### src/mct_pkg.sv
// ----------------------------------------------------------------------------
// mct_pkg: shared types and helpers for the minimum-curvature trajectory block
// Holds the CORDIC word type, the unit control and status structs, the
// arctangent table and the truncate-toward-zero shift.
// ----------------------------------------------------------------------------
package mct_pkg;

   localparam int CW           = 48;
   localparam int CORDIC_STEPS = 30;
   localparam int STEP_BITS    = 5;

   typedef logic signed [CW-1:0] cword_type;

   typedef struct packed {
      logic start;
      logic vectoring;
   } cordic_ctl_type;

   typedef struct packed {
      logic busy;
      logic done;
   } unit_sts_type;

   // Arctangent of 2^-i in Q30 radians.
   function automatic cword_type atan_q30(input logic [STEP_BITS-1:0] i);
      cword_type a;
      case (i)
         5'd0:    a = 48'sd843314857;
         5'd1:    a = 48'sd497837829;
         5'd2:    a = 48'sd263043837;
         5'd3:    a = 48'sd133525159;
         5'd4:    a = 48'sd67021687;
         5'd5:    a = 48'sd33543516;
         5'd6:    a = 48'sd16775851;
         5'd7:    a = 48'sd8388437;
         5'd8:    a = 48'sd4194283;
         5'd9:    a = 48'sd2097149;
         5'd10:   a = 48'sd1048576;
         5'd11:   a = 48'sd524288;
         5'd12:   a = 48'sd262144;
         5'd13:   a = 48'sd131072;
         5'd14:   a = 48'sd65536;
         5'd15:   a = 48'sd32768;
         5'd16:   a = 48'sd16384;
         5'd17:   a = 48'sd8192;
         5'd18:   a = 48'sd4096;
         5'd19:   a = 48'sd2048;
         5'd20:   a = 48'sd1024;
         5'd21:   a = 48'sd512;
         5'd22:   a = 48'sd256;
         5'd23:   a = 48'sd128;
         5'd24:   a = 48'sd64;
         5'd25:   a = 48'sd32;
         5'd26:   a = 48'sd16;
         5'd27:   a = 48'sd8;
         5'd28:   a = 48'sd4;
         5'd29:   a = 48'sd2;
         default: a = '0;
      endcase
      return a;
   endfunction

   // Arithmetic right shift that rounds toward zero instead of down.
   function automatic cword_type shr_tz(input cword_type v, input logic [STEP_BITS-1:0] n);
      logic [CW-1:0] m;
      m = v[CW-1] ? CW'(-v) : CW'(v);
      m = m >> n;
      return v[CW-1] ? cword_type'(-m) : cword_type'(m);
   endfunction

endpackage

### src/mct_isqrt.sv
// ----------------------------------------------------------------------------
// mct_isqrt: floor square root of a 64-bit value, two radicand bits per cycle
// Digit-by-digit method; the root settles after 32 steps.
// ----------------------------------------------------------------------------
module mct_isqrt (
   input  logic                  clock,
   input  logic                  reset,
   input  logic                  start,
   input  logic [63:0]           value,
   output mct_pkg::unit_sts_type sts,
   output logic [31:0]           root
);

   localparam int SQRT_STEPS = 32;
   localparam int CNT_BITS   = $clog2(SQRT_STEPS);

   logic                busy_ff, busy_in;
   logic                done_ff, done_in;
   logic [CNT_BITS-1:0] cnt_ff, cnt_in;
   logic [63:0]         v_ff, v_in, res_ff, res_in, bit_ff, bit_in;
   logic [63:0]         trial;
   logic                ge;

   always_comb begin
      trial   = res_ff + bit_ff;
      ge      = (v_ff >= trial);
      busy_in = busy_ff;
      done_in = 1'b0;
      cnt_in  = cnt_ff;
      v_in    = v_ff;
      res_in  = res_ff;
      bit_in  = bit_ff;
      if (start) begin
         busy_in = 1'b1;
         cnt_in  = '0;
         v_in    = value;
         res_in  = '0;
         bit_in  = 64'h4000_0000_0000_0000;
      end else if (busy_ff) begin
         v_in   = ge ? v_ff - trial : v_ff;
         res_in = ge ? (res_ff >> 1) + bit_ff : res_ff >> 1;
         bit_in = bit_ff >> 2;
         cnt_in = cnt_ff + 1'b1;
         if (cnt_ff == CNT_BITS'(SQRT_STEPS - 1)) begin
            busy_in = 1'b0;
            done_in = 1'b1;
         end
      end
   end

   always_ff @(posedge clock) begin
      if (reset) begin
         busy_ff <= 1'b0;
         done_ff <= 1'b0;
         cnt_ff  <= '0;
      end else begin
         busy_ff <= busy_in;
         done_ff <= done_in;
         cnt_ff  <= cnt_in;
      end
   end

   always_ff @(posedge clock) begin
      v_ff   <= v_in;
      res_ff <= res_in;
      bit_ff <= bit_in;
   end

   assign sts.busy = busy_ff;
   assign sts.done = done_ff;
   assign root     = res_ff[31:0];

endmodule

### config.mk
export PLATFORM = sky130hd
export DESIGN_NAME = mct_isqrt
export DESIGN_NICKNAME = d
export VERILOG_FILES = /design/src/mct_pkg.sv /design/src/mct_isqrt.sv
export SDC_FILE = /design/constraint.sdc
export NUM_CORES = 1
export LEC_CHECK = 0
export ABC_CLOCK_PERIOD_IN_PS = 9700
export BUFFER_PORTS_ARGS = -buffer_cell sky130_fd_sc_hd__buf_2
export CORE_MARGIN = 2
export CORE_UTILIZATION = 50
export CTS_CLUSTER_DIAMETER = 30
export DETAILED_ROUTE_END_ITERATION = 8
export PLACE_DENSITY = 0.68
export SLEW_MARGIN = 20
export SYNTH_ARGS = -nofsm -noshare
export SYNTH_HDL_FRONTEND = slang
export SYNTH_SLANG_ARGS = --single-unit
### constraint.sdc
create_clock -name clock -period 9.7 [get_ports clock]
set_input_delay 0.485 -clock clock [delete_from_list [all_inputs] [get_ports clock]]
set_output_delay 0.485 -clock clock [all_outputs]
set_load 0.02 [all_outputs]
==> reports/results.tsv <==
stage	metric	value	unit
finish	nets@finish	2156	
route	wl on met1	19570	µm
floorplanning	FP Rows	64	
power_and_ir_drop	Comb pwr share	58.7	%
setup_path	Critical Path Source	res_ff[4]	
setup_path	crit path DAT	6970	ps
job	max-cap viol count	0	
place	Final HPWL DP	32050	µm
yosys	syn nets	2171	
global_routing	Remaining Overflow, GRT	0	
setup_path	Worst path top cell family by delay	compound AO/OA/AOI/OAI gates	
run_status	status	finished clean	
place	Placed Instances	2333	
yosys	Post-synth top flop	dfxtp_1	
yosys	Gate Count Post-Synth	1971	
floorplanning	die footprint	32510	µm²
clock_network	clock latency on the worst-skew pair	450	ps
timing	TNS Setup	0	ps
finish	n_diodes	0	
clock_network	cts repair resizes	0	
route	starting DRC count in detailed routing	1266	
yosys	area share of fa/ha/maj cells after synthesis	10.75	%
global_routing	total track usage	25.91	%
yosys	Post-synth EDFFs	64	
yosys	post-synthesis xor/xnor area fraction	8.959	%
place	routability cong.	0.9595	
route	drt total wl	42570	µm
power_and_ir_drop	Reg power frac	25.7	%
floorplanning	CORE AREA	30590	µm²
timing	Tcrit/Tclk final	70.86	%
power_and_ir_drop	cell internal pwr	2.288	mW
timing	skew final	11.09	ps
clock_network	clk buf depth	2	
power_and_ir_drop	sw frac	47.37	%
power_and_ir_drop	P per Cell Area	264.3	nW/µm²
setup_path	largest fanout on the critical path	35	
clock_network	CTS tree	yes	
route	top sig layer	met4	
global_routing	largest net degree at the start of global routing	111	
timing	Peak Freq	0.1455	GHz
setup_path	CP Data Required Time	9790	ps
finish	Seq. cell area	3988	µm²
route	router iterations before antenna repair	6	
setup_path	crit-path cells	ha_1 > a21oi_1 > o31ai_1 > a21boi_0 > o21ba_2 > o31ai_1 > a21oi_1 > o21ai_1 > o21bai_1 > a31oi_1 > xnor2_1 > ha_1 > nand4_1 > or2_2 > o221ai_1 > nor3_1 > a31o_4 > nand2b_1 > nand2_2 > buf_4	
finish	Fillers	2975	
route	ANT nets after route	0	
route	per-cell routed wire length	18.00	µm
timing	RSZ-0062 raised after global routing	false	
min_path	hold path start	reset	
yosys	largest family of logic cells by synthesized area	compound AO/OA/AOI/OAI gates	
clock_network	# clock sinks	167	
power_and_ir_drop	clock power share	15.6	%
clock_network	hold_buf cts	0	
timing	setup violators final	0	
timing	Final Max Tran Viols	0	
yosys	Synth Area per Inst	7.886	µm²
setup_path	slowest stage delay, CP	640	ps
setup_path	Setup CP Type	reg2reg	
floorplanning	Die Y	180.3	µm
clock_network	CTS buffer count	17	
finish	layout cells sized above 1	10.72	%
clock_network	CTS H-tree lvls	4	
yosys	Mapped Area	15540	µm²
clock_network	Setup Buffers After CTS	0	
yosys	Distinct cells, synth	88	
yosys	post-synthesis compound-gate area fraction	27.27	%
power_and_ir_drop	Lkg Pwr	6.282	nW
floorplanning	Die W	180.3	µm
route	detailed-route via count	14490	
timing	Fin. Hold Viols	0	
timing	worst rel slew slack	44.37	%
timing	Final Critical Period	6873	ps
clock_network	clock-pin slew on the worst setup and hold paths	70	ps
finish	Layout area overhead	5.796	%
floorplanning	IO Count	101	
timing	Slew @ Worst Pin	834.5	ps
global_routing	first-pass GRT wire length	69810	µm
global_routing	number of global-route vias before repair	13790	
setup_path	Worst Path Buf+Inv	1	
setup_path	crit path launch type	flop	
setup_path	CP max-delay cell	nand2_2	
setup_path	worst r2r src	res_ff[4]	
floorplanning	Initial Utilization	50.81	%
yosys	Post-synth ARST share	0	%
yosys	sequential-to-total area share from yosys stat	25.63	%
finish	final std cells w/o fill	2365	
yosys	Post-Synth Simple-Gate Area	18.71	%
global_routing	initial antenna violation count	0	
power_and_ir_drop	Net Switching	2.059	mW
route	vias per cell	6.128	
clock_network	Root Buffer	clkbuf_16	
route	met3 wire len	2343	µm
power_and_ir_drop	worst ir drop on vdd	206.7	µV
yosys	YS warnings	0	
setup_path	CP Capture Type	flop	
yosys	Yosys reg bits	167	
min_path	HP Class	in2reg	
route	Post-route DRC	0	
place	IO Port Bufs	100	
route	metal2 WL	19310	µm
finish	Multi-input gate area	10690	µm²
yosys	multiplexer area fraction after synthesis	3.051	%
-- power by group through the flow --
stage | Clock [mW] | Combinational, mW | Sequential (mW)
detailed placement | 0 | 2.50 | 1.12
finish | 0.677 | 2.55 | 1.12
floorplan | 0 | 2.08 | 1.05
CTS | 0.691 | 2.52 | 1.11
global route | 0.719 | 2.84 | 1.13
global placement | 0 | 2.46 | 1.13
-- metal layers --
metal | GRT usage (%) | up-vias
met5 | 0 | -
met4 | 9.548 | 0
met3 | 4.002 | 80
met2 | 42.44 | 472
met1 | 34.53 | 6734
li1 | - | 7207
-- sequential cells by signal (all words and copies together) (netlist names) --
| register | cells |
|---|---|
| bit_ff | 32 |
| busy_ff | 1 |
| cnt_ff | 5 |
| done_ff | 1 |
| res_ff | 64 |
| v_ff | 64 |
-- layout by cell type, fill, tap and decap left out, types with 18 or more instances in the layout --
master / synthesis / routed
a21oi_1: 125 / 125
nor2_1: 233 / 233
a31oi_1: 62 / 62
nand3_1: 29 / 29
o21bai_1: 21 / 21
a211oi_1: 40 / 40
inv_1: 39 / 39
edfxtp_1: 64 / 64
o21ai_1: 25 / 25
o21ai_0: 166 / 166
a21o_1: 46 / 46
nor3_1: 23 / 23
nand4_1: 50 / 50
nor2b_1: 21 / 21
ha_1: 132 / 132
xnor2_1: 82 / 82
buf_2: 13 / 99
mux2i_1: 44 / 44
clkbuf_16: 0 / 18
nand2_1: 205 / 204
xor2_1: 77 / 77
dfxtp_1: 103 / 102
-- final timing paths --
check / end / slack, ps / depth (start not counted)
setup / recovery: v_ff[2] / 2830 / 20
hold / removal: busy_ff / 200 / 2
hold reg to reg: res_ff[0] / 510 / 2
setup reg to reg: v_ff[2] / 2830 / 20
-- logic make-up (layout without fill, tap and decap cells) --
family	after synthesis	after routing
flops	167	167
buf+inv	180	178
fa+ha+maj	133	133
mux	47	47
simple gates	645	645
compound gates	640	640
xor+xnor	159	159
-- metrics by stage --
stage / area, µm² / worst slack [ps] / hold slack (ps) / util, % / power (mW)
2_1_floorplan: 15540 / 3448 / 467.5 / - / 3.128
3_3_place_gp: 15880 / 3031 / 481.4 / 51.90 / 3.589
3_5_place_dp: 15880 / 2890 / 494.6 / 51.90 / 3.621
4_1_cts: 16440 / 2859 / 180.2 / 53.75 / 4.318
5_1_grt: 16440 / 2431 / 185.1 / 53.76 / 4.690
6_report: 16440 / 2827 / 200.3 / 53.76 / 4.347
-- layout make-up --
class,instances,area share [%]
flip-flops and latches,167,24.25
multi-input cells,1624,64.99
inverters,39,0.8902
repair buffers,107,3.424
well taps,396,3.013
clock buffers,18,2.739
clock inverters,14,0.6924
-- worst register-to-register path, delay by kind of cell (launching register included) --
kind,cells,cell delay (ps)
AO/OA/AOI/OAI,11,3150
buffers and inverters,1,540
XOR/XNOR,1,90
flip-flops,1,410
adder cells (fa/ha/maj),2,830
AND/OR/NAND/NOR,5,1470
-- Yosys cell counts (23+ instances only) --
master,number,area (µm²)
xnor2_1,82,718.2
dfxtp_1,103,2062
inv_1,39,146.4
nand3_1,29,145.1
edfxtp_1,64,1922
buf_4,36,270.3
nor3_1,23,115.1
a21oi_1,125,625.6
a21o_1,46,345.3
a31oi_1,62,387.9
nand2_1,205,769.5
xor2_1,77,674.4
a211oi_1,40,300.3
nor2_1,233,874.6
nand4_1,50,312.8
clkbuf_1,79,296.5
o21ai_1,25,125.1
mux2i_1,44,440.4
o21ai_0,166,830.8
ha_1,132,1652
Power figures use the tool's default switching activity.
