[src/mct_pkg.sv]
// ----------------------------------------------------------------------------
// mct_pkg: shared types and helpers for the minimum-curvature trajectory block
// Holds the CORDIC word type, the unit control and status structs, the
// arctangent table and the truncate-toward-zero shift.
// ----------------------------------------------------------------------------
package mct_pkg;

   localparam int CW           = 48;
   localparam int CORDIC_STEPS = 30;
   localparam int STEP_BITS    = 5;

   typedef logic signed [CW-1:0] cword_type;

   typedef struct packed {
      logic start;
      logic vectoring;
   } cordic_ctl_type;

   typedef struct packed {
      logic busy;
      logic done;
   } unit_sts_type;

   // Arctangent of 2^-i in Q30 radians.
   function automatic cword_type atan_q30(input logic [STEP_BITS-1:0] i);
      cword_type a;
      case (i)
         5'd0:    a = 48'sd843314857;
         5'd1:    a = 48'sd497837829;
         5'd2:    a = 48'sd263043837;
         5'd3:    a = 48'sd133525159;
         5'd4:    a = 48'sd67021687;
         5'd5:    a = 48'sd33543516;
         5'd6:    a = 48'sd16775851;
         5'd7:    a = 48'sd8388437;
         5'd8:    a = 48'sd4194283;
         5'd9:    a = 48'sd2097149;
         5'd10:   a = 48'sd1048576;
         5'd11:   a = 48'sd524288;
         5'd12:   a = 48'sd262144;
         5'd13:   a = 48'sd131072;
         5'd14:   a = 48'sd65536;
         5'd15:   a = 48'sd32768;
         5'd16:   a = 48'sd16384;
         5'd17:   a = 48'sd8192;
         5'd18:   a = 48'sd4096;
         5'd19:   a = 48'sd2048;
         5'd20:   a = 48'sd1024;
         5'd21:   a = 48'sd512;
         5'd22:   a = 48'sd256;
         5'd23:   a = 48'sd128;
         5'd24:   a = 48'sd64;
         5'd25:   a = 48'sd32;
         5'd26:   a = 48'sd16;
         5'd27:   a = 48'sd8;
         5'd28:   a = 48'sd4;
         5'd29:   a = 48'sd2;
         default: a = '0;
      endcase
      return a;
   endfunction

   // Arithmetic right shift that rounds toward zero instead of down.
   function automatic cword_type shr_tz(input cword_type v, input logic [STEP_BITS-1:0] n);
      logic [CW-1:0] m;
      m = v[CW-1] ? CW'(-v) : CW'(v);
      m = m >> n;
      return v[CW-1] ? cword_type'(-m) : cword_type'(m);
   endfunction

endpackage

[src/mct_div.sv]
// ----------------------------------------------------------------------------
// mct_div: restoring divider, one quotient bit per cycle
// Divides a 64-bit unsigned dividend by a 34-bit unsigned nonzero divisor.
// ----------------------------------------------------------------------------
module mct_div (
   input  logic                  clock,
   input  logic                  reset,
   input  logic                  start,
   input  logic [63:0]           dividend,
   input  logic [33:0]           divisor,
   output mct_pkg::unit_sts_type sts,
   output logic [63:0]           quotient
);

   localparam int DIV_STEPS = 64;
   localparam int CNT_BITS  = $clog2(DIV_STEPS);

   logic                busy_ff, busy_in;
   logic                done_ff, done_in;
   logic [CNT_BITS-1:0] cnt_ff, cnt_in;
   logic [63:0]         quo_ff, quo_in;
   logic [33:0]         rem_ff, rem_in;
   logic [33:0]         dvs_ff, dvs_in;
   logic [34:0]         rem_sh, rem_sub;
   logic                ge;

   always_comb begin
      rem_sh  = {rem_ff, quo_ff[63]};
      rem_sub = rem_sh - {1'b0, dvs_ff};
      ge      = (rem_sh >= {1'b0, dvs_ff});
      busy_in = busy_ff;
      done_in = 1'b0;
      cnt_in  = cnt_ff;
      quo_in  = quo_ff;
      rem_in  = rem_ff;
      dvs_in  = dvs_ff;
      if (start) begin
         busy_in = 1'b1;
         cnt_in  = '0;
         quo_in  = dividend;
         rem_in  = '0;
         dvs_in  = divisor;
      end else if (busy_ff) begin
         rem_in = ge ? rem_sub[33:0] : rem_sh[33:0];
         quo_in = {quo_ff[62:0], ge};
         cnt_in = cnt_ff + 1'b1;
         if (cnt_ff == CNT_BITS'(DIV_STEPS - 1)) begin
            busy_in = 1'b0;
            done_in = 1'b1;
         end
      end
   end

   always_ff @(posedge clock) begin
      if (reset) begin
         busy_ff <= 1'b0;
         done_ff <= 1'b0;
         cnt_ff  <= '0;
      end else begin
         busy_ff <= busy_in;
         done_ff <= done_in;
         cnt_ff  <= cnt_in;
      end
   end

   always_ff @(posedge clock) begin
      quo_ff <= quo_in;
      rem_ff <= rem_in;
      dvs_ff <= dvs_in;
   end

   assign sts.busy = busy_ff;
   assign sts.done = done_ff;
   assign quotient = quo_ff;

endmodule

[config.mk]
export PLATFORM = sky130hd
export DESIGN_NAME = mct_div
export DESIGN_NICKNAME = d
export VERILOG_FILES = /design/src/mct_pkg.sv /design/src/mct_div.sv
export SDC_FILE = /design/constraint.sdc
export NUM_CORES = 1
export LEC_CHECK = 0
export BUFFER_PORTS_ARGS = -buffer_cell sky130_fd_sc_hd__buf_2
export CORE_ASPECT_RATIO = 2
export CORE_UTILIZATION = 30
export DETAILED_ROUTE_END_ITERATION = 7
export GPL_TIMING_DRIVEN = 0
export SYNTH_ARGS = -nofsm -noshare
export SYNTH_HDL_FRONTEND = slang
export SYNTH_SLANG_ARGS = --single-unit
[constraint.sdc]
create_clock -name clock -period 8.17 [get_ports clock]
set_input_delay 0.4085 -clock clock [delete_from_list [all_inputs] [get_ports clock]]
set_output_delay 0.4085 -clock clock [all_outputs]
set_load 0.03 [all_outputs]
==> metrics.md, run 1 <==
| Metric | Value |
|---|---|
| Status | completed |
| Core box area | 25000 sq um |
| Post-Syn Area | 7640 sq um |
| Vias per inst | 4.92 |
| Clock Skews | 12.5 ps |
| Clock-pin transition on the worst setup and hold timing paths | 70 ps |
| I/O pin cnt | 167 |
| Post-synth EDFFs | 98 |
| Max transition margin | around 44% |
| DRC Markers | 0 |
| FF-to-FF setup slack | 4770 ps |
| CP startpoint kind | flip-flop |
| Fraction of registers with async set/reset | 0% |
| Hold buffers post-CTS | 0 |
| #FFs+latches synth | 140 |
| # fillers | 2572 |
| Max-Cap Viols | 0 |
| Number of DRC markers in iteration 0 | 261 |
| Routed length per instance | 17.6 microns |
| Global-route wire length before repair | about 33 mm |
| Critical Path AT | 3770 ps |
| Ys Warns | 0 |
| Final Slew Violations | 0 |
| RR Endpoint | rem_ff[30] |
| R2R depth | 12 |
| Proportion of netlist area held by the largest area contributor | roughly two fifths |
| Sink Count | 140 |
| Die width | around 110 microns |
| Setup bufs post-CTS | 0 |
| Max Clk Rate | 0.294 GHz |
| Worst hold path class | input pin to flip-flop |
| Rows | 82 |
| Antenna violations before repair | 4 |
| Hold EP | busy_ff |
| Syn_nets | 826 |
| DRT Wirelength | 21.6 mm |
| Period utilisation layout | about two fifths |
| Hold Vio Cnt, Final | 0 |
| Fraction of layout cells with a size suffix above 1 | 31.2% |
| Final nets | 1012 |
| PostCTS Resize Cnt | 0 |
| Synth top area cells | edfxtp_1 (39%), dfxtp_1 (11%), mux2_2 (9.3%), ha_1 (5.7%), mux2i_1 (3.0%) |
| Post-route cell area | 9500 sq um |
| Power per cell area | 211 nW/um^2 |
| Dpl hpwl | ~17 mm |
| Htree depth | 4 |
| Hold Path Depth | 2 |
| Bufs on Longest Clock Path | 2 |
| DP Area | 8910 sq um |
| Worst EP required | 8540 ps |
| Worst r2r src | quotient[63] |
| Worst-case vdd ir drop | 0.135 mV |
| Pwr Total | 0.00201 W |
| Final GP Congestion | 0.875 |
| CTS buffer count | 17 |
| Total congestion overflow | 0 |
| Synth-to-Final Area Change | 24.4% |
| Least-Margin Pin Slew | 835 ps |
| Final min period | about 3400 ps |
| DRT antenna net count | 0 |
| Worst-Skew Late Latency | 450 ps |
| Hold path start | reset |
| Chip height | 228 microns |
| Die area | 26100 sq um |
| Yosys top cell by area | edfxtp_1 |
| Final Setup Violations | 0 |
| Pleak | 4.12 nW |
| Count of cell types in the netlist | 60 |
| Iteration count of the initial detailed-routing pass | 5 |
| CP endpoint kind | flip-flop |
| CTS tree | yes |
| Largest net degree at the start of global routing | 36 |
| RSZ-0062 raised after global routing | no |
| Overall routing resource usage | 17.4% |
| Vias | 6041 |
| Kind of critical path | flip-flop to flip-flop |
| Cells after Synth | just under 700 |
| CP max FO | 5 |
| Starting Density | 30.5% |
| I/O Buffers | around 170 |
| Setup TNS Final | 0 ps |
| Synth Area per Inst | 11.1 sq um |
| Vias in the first global route | roughly 6300 |
| Sequential area share after synthesis | 49.5% |
| Root Driver | clkbuf_16 |
| Primary FF master, synth | edfxtp_1 |
## flip-flops by register name, summed over array words and instances (netlist names)
signal    cells
dvs_ff       34
busy_ff       1
done_ff       1
quotient     64
cnt_ff        6
rem_ff       34
## stage by stage
stage	hold WS [ps]	std cells	setup slack, ps	utilization, %
6_report	122	1228	4770	38.0
5_1_grt	116	1228	4560	38.0
4_1_cts	98.3	1224	4780	37.9
3_5_place_dp	485	1192	4780	35.6
3_3_place_gp	470	1191	3750	35.5
2_1_floorplan	453	689	5180	-
## worst max path at each step
stage | slack, ps | cells past startpoint | startpoint | end
after floorplan | 5180 | 12 | quotient[63] | rem_ff[22]
after global placement | 3750 | 5 | start | quotient[36]
after detailed placement | 4780 | 6 | start | quotient[57]
after CTS | 4780 | 12 | quotient[63] | rem_ff[30]
after global routing | 4560 | 12 | quotient[63] | rem_ff[30]
final | 4770 | 12 | quotient[63] | rem_ff[30]
## cells in the final DEF, fill, tap and decap left out, drive strengths merged, types with 16 or more instances in the layout
| cell | n |
|---|---|
| buf | 176 |
| edfxtp | 98 |
| mux2 | 63 |
| inv | 54 |
| nor2 | 50 |
| clkbuf | 46 |
| dfxtp | 42 |
| nand2 | 35 |
| ha | 35 |
| a21oi | 29 |
| o21ai | 24 |
| mux2i | 23 |
| a211oi | 21 |
| xnor2 | 17 |
| a21o | 16 |
| nand3 | 16 |
## report_power, final
part | internal (W) | total (W) | switching [W]
Sequential | 0.000826 | 0.000855 | 0.0000283
Clock | 0.000441 | 0.000776 | 0.000335
Combinational | 0.000143 | 0.000379 | 0.000236
## routing by layer
metal	up-vias	wire length [microns]	GRT usage, %
met5	-	0	0
met3	64	736	3.98
met4	0	1250	12.6
met1	2891	7560	16.0
li1	2931	-	-
met2	155	12100	32.9
## cell usage after synthesis (all sizes together) (5+ instances only)
cell	count
nand3	16
ha	35
a32oi	8
a31oi	6
o21ai	24
a211oi	21
or3	7
a21o	16
and3	6
clkbuf	27
xor2	14
nand4	12
nand2	35
mux2i	23
or2	5
xnor2	17
edfxtp	98
o31ai	6
dfxtp	42
a21oi	29
nor2	50
o211ai	5
mux2	63
inv	48
o21a	6
buf	9
nor3	10
o21bai	5
## worst max-delay path, stage by stage (launching register included)
cell and delay [ps]:
edfxtp_1 430, inv_1 80, ha_1 180, inv_1 60, fa_1 430, a211oi_1 310, o211ai_1 200, a21oi_1 360
a21oi_1 200, o22ai_1 470, o21a_1 180, o311ai_0 240, o21ai_0 210
## cell type report
cell class | instances | area (sq um) | area share (%)
sequential | 140 | 3780 | 39.8
clock inverter | 13 | 130 | 1.37
multi-input combinational | 465 | 3510 | 37.0
clock buffer | 19 | 453 | 4.77
tap | 336 | 420 | 4.42
timing repair buffer | 167 | 851 | 8.95
buffer | 36 | 163 | 1.71
antenna | 4 | 10.0 | 0.105
inverter | 48 | 180 | 1.90
## kinds of logic after synthesis
kind of cell    share of synthesized area (%)
fa+ha+maj                                6.00
compound gates                           13.9
xor+xnor                                 3.55
mux                                      12.3
simple gates                             10.2
buf+inv                                  4.49
flops                                    49.5
(Power assumes the default switching activity.)
==> run 2: changes to the inputs <==
- ABC_AREA: not set -> 1
- clock period: 8.17 -> 3.2 ns (I/O delays scaled with it)
==> run 2 against run 1 <==
Total power increased by 140%. Global-route usage up 2.5 points. Hold slack worse by 89 ps. Non-clock buffer count is 91 higher. Critical path type unchanged. Critical endpoint is now rem_ff[32]. Highest routed layer unchanged.
==> metrics.md, run 2 <==
| Metric | Value |
|---|---|
| Post-synth top cells | nand2_1 (493), inv_1 (173), edfxtp_1 (98) (was edfxtp_1 (98), mux2_2 (63), nor2_1 (50)) |
| Commonest non-fill, non-tap cell in the layout | nand2_1 (was buf_2) |
| Power per cell area | 430 nW/um^2 (was 211 nW/um^2) |
| Max Clk Rate | 0.360 GHz (was 0.294 GHz) |
| Vias in the first global route | 8612 (was 6265) |
| Vias per inst | 4.58 (was 4.92) |
| Final min period | 2780 ps (was 3400 ps) |
| DRC Markers | 0 (unchanged) |
| Proportion of netlist area held by the largest area contributor | 34.9% (was 38.5%) |
| Global-route wire length before repair | 42.8 mm (was 33.3 mm) |
| R2R depth | 16 (was 12) |
| I/O pin cnt | 167 (unchanged) |
| Htree depth | 4 (unchanged) |
| CP endpoint kind | flip-flop (unchanged) |
| Clock-pin transition on the worst setup and hold timing paths | 60 ps (was 70 ps) |
| Final nets | 1572 (was 1012) |
| Hold path start | dividend[42] (was reset) |
| Iteration count of the initial detailed-routing pass | 5 (unchanged) |
| Antenna violations before repair | 1 (was 4) |
| Final Util | 40.7% (was 38.0%) |
| Post-Syn Area | 8430 sq um (was 7640 sq um) |
| Setup slack after layout | 423 ps (was 4770 ps) |
| Max incr delay on CP | 480 ps (was 470 ps) |
| RR Endpoint | rem_ff[32] (was rem_ff[30]) |
| Pleak | 5.75 nW (was 4.12 nW) |
| Worst EP required | 3540 ps (was 8540 ps) |
| Rows | 86 (was 82) |
| Critical Path AT | 3110 ps (was 3770 ps) |
| # fillers | 2906 (was 2572) |
| CTS tree | yes (unchanged) |
| Total congestion overflow | 0 (unchanged) |
| Worst r2r src | quotient[63] (unchanged) |
| Slowest CP cell | fa_1 (was o22ai_1) |
| Hold Path Depth | 3 (was 2) |
| Max-Cap Viols | 0 (unchanged) |
| Core box area | 27500 sq um (was 25000 sq um) |
| CP startpoint kind | flip-flop (unchanged) |
| Synth Area per Inst | 7.31 sq um (was 11.1 sq um) |
| PostCTS Resize Cnt | 0 (unchanged) |
| Switching Fraction | 30.0% (was 29.8%) |
| Clock share of power | 38.0% (was 38.6%) |
| Largest net degree at the start of global routing | 67 (was 36) |
| Proportion of power drawn by flip-flops and latches | 44.6% (was 42.5%) |
| Hold Vio Cnt, Final | 0 (unchanged) |
| Number of DRC markers in iteration 0 | 320 (was 261) |
| Max FFs per register | 64 (unchanged) |
| Max transition margin | 34.2% (was 44.3%) |
| Most Frequent Cell on Critical Path | nand2_1 |
| Final GP Congestion | 0.969 (was 0.875) |
| Fraction of layout cells with a size suffix above 1 | 15.7% (was 31.2%) |
| Status | completed (unchanged) |
| Period utilisation layout | 86.8% (was 41.6%) |
| Worst-case vdd ir drop | 0.377 mV (was 0.135 mV) |
| Vias | 8239 (was 6041) |
| Synth-to-Final Area Change | 33.1% (was 24.4%) |
| Place WS | 390 ps (was 4780 ps) |
| Clock Skews | 8.88 ps (was 12.5 ps) |
| Area of the multi-input gates | 3820 sq um (was 3510 sq um) |
| Least-Margin Pin Slew | 987 ps (was 835 ps) |
| Die area | 28800 sq um (was 26100 sq um) |
| Yosys top cell by area | edfxtp_1 (unchanged) |
| Die width | 121 microns (was 115 microns) |
| CP Cell Sequence | inv_1 -> ha_1 -> inv_1 -> fa_1 -> nand2_1 -> nand3_1 -> nand3_1 -> nand2_1 -> nand2_1 -> nand2_1 -> nand2_1 -> nand3_1 -> nand2_1 -> nand2_1 -> nand3_1 -> nand2_1 (was inv_1 -> ha_1 -> inv_1 -> fa_1 -> a211oi_1 -> o211ai_1 -> a21oi_1 -> a21oi_1 -> o22ai_1 -> o21a_1 -> o311ai_0 -> o21ai_0) |
| Count of cell types in the netlist | 38 (was 60) |
| Most common cell in the netlist | nand2_1 (was edfxtp_1) |
| Bufs on Longest Clock Path | 2 (unchanged) |
| RSZ-0062 raised after global routing | no (unchanged) |
| Sink Count | 140 (unchanged) |
| Worst-Skew Late Latency | 450 ps (about the same) |
| Ys Warns | 0 (unchanged) |
| Dpl hpwl | 21.1 mm (was 16.7 mm) |
| Top delay family on crit path | simple AND/OR/NAND/NOR gates (was compound AO/OA/AOI/OAI gates) |
| P_sw | 0.00145 W (was 0.000599 W) |
| FF-to-FF setup slack | 420 ps (was 4770 ps) |
| Chip height | 239 microns (was 228 microns) |
| Buffer and inverter count on the worst path | 2 (unchanged) |
| Most frequent cells in the layout | nand2_1 (493), buf_2 (174), inv_1 (173) (was buf_2 (167), edfxtp_1 (98), mux2_2 (63)) |
| Gate power share | 17.4% (was 18.8%) |
| P_int | 0.00337 W (was 0.00141 W) |
| Hold EP | quotient[42] (was busy_ff) |
| #FFs+latches synth | 140 (unchanged) |
| Kind of critical path | flip-flop to flip-flop (unchanged) |
| Final Setup Violations | 0 (unchanged) |
| Sequential area share after synthesis | 44.9% (was 49.5%) |
| Synth top area cells | edfxtp_1 (35%), nand2_1 (22%), dfxtp_1 (10%), inv_1 (7.7%), ha_1 (5.2%) (was edfxtp_1 (39%), dfxtp_1 (11%), mux2_2 (9.3%), ha_1 (5.7%), mux2i_1 (3.0%)) |
| CTS buffer count | 17 (unchanged) |
| Cells after Synth | 1153 (was 689) |
| Primary FF master, synth | edfxtp_1 (unchanged) |
| Syn_nets | 1290 (was 826) |
| Overall routing resource usage | 19.9% (was 17.4%) |
| DRT Wirelength | 27.6 mm (was 21.6 mm) |
| I/O Buffers | 166 (unchanged) |
| Register Area | 3780 sq um (unchanged) |
| Root Driver | clkbuf_16 (unchanged) |
| Post-synth EDFFs | 98 (unchanged) |
| DRT antenna net count | 0 (unchanged) |
| Final Slew Violations | 0 (unchanged) |
| Starting Density | 30.6% (was 30.5%) |
| Worst hold path class | input pin to flip-flop (unchanged) |
| Routed length per instance | 15.4 microns (was 17.6 microns) |
| Fraction of registers with async set/reset | 0% (unchanged) |
| CP max FO | 3 (was 5) |
## run 2: changes by cell type after synthesis, moves of 11 or more
| cell | delta |
|---|---|
| a211oi_1 | -21 |
| o21ai_0 | -12 |
| mux2_2 | -63 |
| xor2_1 | -11 |
| mux2i_1 | -23 |
| nand3b_1 | +15 |
| clkbuf_1 | -13 |
| nor2_1 | +11 |
| o21ai_1 | +14 |
| nand3_1 | +68 |
| nand2_1 | +458 |
| a21o_1 | -16 |
| inv_1 | +125 |
## run 2: worst max path at each step
stage                 startpoint      endpoint  slack (ps)  cells after the start
finish              quotient[63]    rem_ff[32]         420                     16
global route        quotient[63]    rem_ff[32]         250                     16
CTS                 quotient[63]    rem_ff[32]         370                     16
detailed placement  quotient[63]    rem_ff[32]         390                     16
global placement           start  quotient[41]       -1870                      4
floorplan                busy_ff   quotient[0]         150                      3
## run 2: power by group through the flow
stage | Combinational, W | Clock [W] | Sequential [W]
final | 0.000839 | 0.00183 | 0.00215
after global routing | 0.000914 | 0.00192 | 0.00217
after CTS | 0.000837 | 0.00188 | 0.00215
after detailed placement | 0.000748 | 0 | 0.00218
after global placement | 0.000736 | 0 | 0.00219
after floorplan | 0.000297 | 0 | 0.00235
## run 2: cell families after synthesis
group / count (synthesis) / share of synthesized area, %
AOI/OAI and AO/OA: 59 / 3.67
buffers and inverters: 208 / 9.79
xor gates and xnor gates: 19 / 1.98
and+or+nand+nor: 691 / 34.2
adders and majority gates: 36 / 5.44
DFF: 140 / 44.9
## run 2: through the flow
| step | cell area (sq um) | total power, W | setup TNS (ps) | hold WS, ps | instances |
|---|---|---|---|---|---|
| final | 11200 | 0.00482 | 0 | 33.1 | 1800 |
| after global routing | 11200 | 0.00500 | 0 | 29.0 | 1800 |
| after CTS | 11200 | 0.00487 | 0 | 1.91 | 1799 |
| after detailed placement | 9730 | 0.00293 | 0 | 338 | 1672 |
| after global placement | 9700 | 0.00293 | -134180 | 338 | 1671 |
| after floorplan | 8430 | 0.00265 | 0 | 259 | 1153 |
## run 2: cell type report
cell class,instances,share of cell area (%)
multi-input combinational,805,34.0
sequential,140,33.7
timing repair buffer,263,16.2
inverter,177,5.92
tap,352,3.93
clock buffer,18,3.83
buffer,31,1.46
clock inverter,13,0.826
antenna,1,0.0223
## run 2: metal layers
| metal | routed length, microns | global-route usage, % |
|---|---|---|
| met3 | 956 | 3.32 |
| met5 | 0 | 0 |
| met2 | 15500 | 39.4 |
| met4 | 2180 | 17.1 |
| met1 | 8960 | 16.4 |
## run 2: worst min-delay path: cells and delay by family
family / cells / cell delay [ps]
buf+inv: 1 / 80
simple gates: 2 / 130
## run 2: what timing repair did
item,CTS,global route
hold buffers,96,0
setup buffers,0,0
hold endpoints to repair,96,0
==> run 3: changes to the inputs <==
- CORE_UTILIZATION: 30 -> 53
- CTS_BUF_LIST: not set -> sky130_fd_sc_hd__clkbuf_4 sky130_fd_sc_hd__clkbuf_8
- PLACE_DENSITY: not set -> 0.77
- SLEW_MARGIN: not set -> 5
==> run 3 against run 2 <==
Fmax grew 5.5%. Critical path depth is the same. Critical endpoint is now rem_ff[24]. Clock power shrank 14%. Largest cell class unchanged. Critical path type unchanged.
==> metrics.md, run 3 (synthesis gave the netlist of run 2 again) <==
| Metric | Value |
|---|---|
| I/O Buffers | 166 (unchanged) |
| Status | completed (unchanged) |
| Synth-to-Final Area Change | 29.8% (was 33.1%) |
| Die width | 91.2 microns (was 121 microns) |
| Core box area | 15400 sq um (was 27500 sq um) |
| Final nets | 1574 (was 1572) |
| RSZ-0062 raised after global routing | no (unchanged) |
| Proportion of power drawn by flip-flops and latches | 47.0% (was 44.6%) |
| Global-route wire length before repair | 44.1 mm (was 42.8 mm) |
| Max FFs per register | 64 (unchanged) |
| P_int | 0.00317 W (was 0.00337 W) |
| Rows | 64 (was 86) |
| Slowest CP cell | fa_1 (unchanged) |
| Setup TNS Final | 0 ps (unchanged) |
| Least-Margin Pin Slew | 1020 ps (was 987 ps) |
| CP endpoint kind | flip-flop (unchanged) |
| Starting Density | 54.8% (was 30.6%) |
| Switching Fraction | 30.9% (was 30.0%) |
| Commonest non-fill, non-tap cell in the layout | nand2_1 (unchanged) |
| Kind of critical path | flip-flop to flip-flop (unchanged) |
| Buffer and inverter count on the worst path | 2 (unchanged) |
| R2R depth | 16 (unchanged) |
| Clock-pin transition on the worst setup and hold timing paths | 90 ps (was 60 ps) |
| Pleak | 5.72 nW (was 5.75 nW) |
| Htree depth | 4 (unchanged) |
| Dpl hpwl | 19.8 mm (was 21.1 mm) |
| Max-Cap Viols | 0 (unchanged) |
| CP Cell Sequence | inv_1 -> ha_1 -> inv_1 -> fa_1 -> nand2_1 -> nand3_1 -> nand3_1 -> nand2_1 -> nand2_1 -> nand2_1 -> nand2_1 -> nand3b_1 -> nand2_1 -> nand2_1 -> nand3_1 -> nand2_1 (was inv_1 -> ha_1 -> inv_1 -> fa_1 -> nand2_1 -> nand3_1 -> nand3_1 -> nand2_1 -> nand2_1 -> nand2_1 -> nand2_1 -> nand3_1 -> nand2_1 -> nand2_1 -> nand3_1 -> nand2_1) |
| Diodes inserted | 0 (was 1) |
| Hold Vio Cnt, Final | 0 (unchanged) |
| Die area | 16400 sq um (was 28800 sq um) |
| Largest net degree at the start of global routing | 65 (was 67) |
| Power per cell area | 419 nW/um^2 (was 430 nW/um^2) |
| Critical Path AT | 3010 ps (was 3110 ps) |
| CP max FO | 3 (unchanged) |
| Final GP Congestion | 0.963 (was 0.969) |
| Most Frequent Cell on Critical Path | nand2_1 (unchanged) |
| Final Setup Violations | 0 (unchanged) |
| Top delay family on crit path | simple AND/OR/NAND/NOR gates (unchanged) |
| Final Slew Violations | 0 (unchanged) |
| Max Clk Rate | 0.380 GHz (was 0.360 GHz) |
| Final min period | 2630 ps (was 2780 ps) |
| DRT Wirelength | 28.4 mm (was 27.6 mm) |
| Vias per inst | 5.21 (was 4.58) |
| CP startpoint kind | flip-flop (unchanged) |
| DRC Markers | 0 (unchanged) |
| Most frequent cells in the layout | nand2_1 (493), buf_2 (174), inv_1 (173) (unchanged) |
| Period utilisation layout | 82.3% (was 86.8%) |
| Routed length per instance | 17.2 microns (was 15.4 microns) |
| Fraction of layout cells with a size suffix above 1 | 15.9% (was 15.7%) |
| CTS tree | yes (unchanged) |
| Max transition margin | 32.2% (was 34.2%) |
| I/O pin cnt | 167 (unchanged) |
| Worst-case vdd ir drop | 0.495 mV (was 0.377 mV) |
| Root Driver | clkbuf_8 (was clkbuf_16) |
| Clock share of power | 34.5% (was 38.0%) |
| CTS buffer count | 17 (unchanged) |
| Antenna violations before repair | 0 (was 1) |
| DRT antenna net count | 0 (unchanged) |
| Chip height | 180 microns (was 239 microns) |
| Worst EP required | 3570 ps (was 3540 ps) |
| Total congestion overflow | 0 (unchanged) |
| Max incr delay on CP | 450 ps (was 480 ps) |
| P_sw | 0.00141 W (was 0.00145 W) |
| Vias in the first global route | 9049 (was 8612) |
| Iteration count of the initial detailed-routing pass | 6 (was 5) |
| Pwr Total | 0.00458 W (was 0.00482 W) |
| Hold Path Depth | 3 (unchanged) |
| Worst-Skew Late Latency | 490 ps (was 450 ps) |
| Stages on the worst setup path | 16 (unchanged) |
| Clock Skews | 14.4 ps (was 8.88 ps) |
| Bufs on Longest Clock Path | 2 (unchanged) |
| Overall routing resource usage | 35.8% (was 19.9%) |
| Number of DRC markers in iteration 0 | 437 (was 320) |
| # fillers | 1251 (was 2906) |
| Sink Count | 140 (unchanged) |
| Worst hold path class | input pin to flip-flop (unchanged) |
| Gate power share | 18.6% (was 17.4%) |
| Vias | 8585 (was 8239) |
==> run 3: cell types whose count changed in the layout (fill, tap and decap cells not counted), sizes merged <==
cell         before  now
clkbuf           32   31
inv             180  182
dlygate4sd3      96   98
diode             1    0
clkinvlp          2    1
bufinv            0    3
clkinv            8    6
==> run 3: stage by stage <==
step / util, % / std cells / cell area (sq um) / setup slack, ps / hold WS (ps)
final: 71.1 / 1648 / 10900 / 567 / 67.8
after detailed placement: 62.0 / 1518 / 9540 / 617 / 338
after floorplan: - / 1153 / 8430 / 150 / 259
after global routing: 71.1 / 1648 / 10900 / 405 / 78.8
after CTS: 71.1 / 1648 / 10900 / 597 / 82.4
after global placement: 61.8 / 1517 / 9500 / -1720 / 336
==> run 3: final timing paths <==
check | from | to | slack (ps)
max | quotient[63] | rem_ff[24] | 570
min | dividend[0] | quotient[0] | 70
max reg2reg | quotient[63] | rem_ff[24] | 570
min reg2reg | rem_ff[23] | rem_ff[23] | 470
==> run 3: layout make-up <==
| class | instances | area, sq um | area share, % |
|---|---|---|---|
| multi-input cells | 805 | 3820 | 34.9 |
| flip-flops and latches | 140 | 3780 | 34.6 |
| repair buffers | 265 | 1840 | 16.8 |
| inverters | 177 | 664 | 6.08 |
| well taps | 198 | 248 | 2.27 |
| clock buffers | 17 | 234 | 2.14 |
| clock inverters | 15 | 184 | 1.68 |
| plain buffers | 31 | 164 | 1.50 |
==> run 3: worst min-delay path, stage by stage <==
cell	delay, ps
buf_2	80
nor2_1	40
a31oi_1	140
==> run 3: power by group through the flow <==
stage                     Combinational [W]  Sequential [W]  Clock (W)
final                              0.000851         0.00215    0.00158
after global routing               0.000912         0.00217    0.00165
after CTS                          0.000823         0.00214    0.00159
after detailed placement           0.000733         0.00218          0
after global placement             0.000716         0.00219          0
after floorplan                    0.000297         0.00235          0
==> run 3: repair_timing <==
| action | 4_1_cts | 5_1_grt |
|---|---|---|
| endpoints found under the hold margin | 100 | 0 |
| buffers inserted | 0 | 0 |
| hold buffers | 98 | 0 |
| gates resized for setup | 0 | 0 |
==> run 3: layer usage <==
| metal | wire (microns) | GRT usage, % |
|---|---|---|
| met3 | 1540 | 7.13 |
| met1 | 8940 | 30.4 |
| met4 | 2380 | 28.3 |
| met2 | 15500 | 69.3 |
| met5 | 0 | 0 |
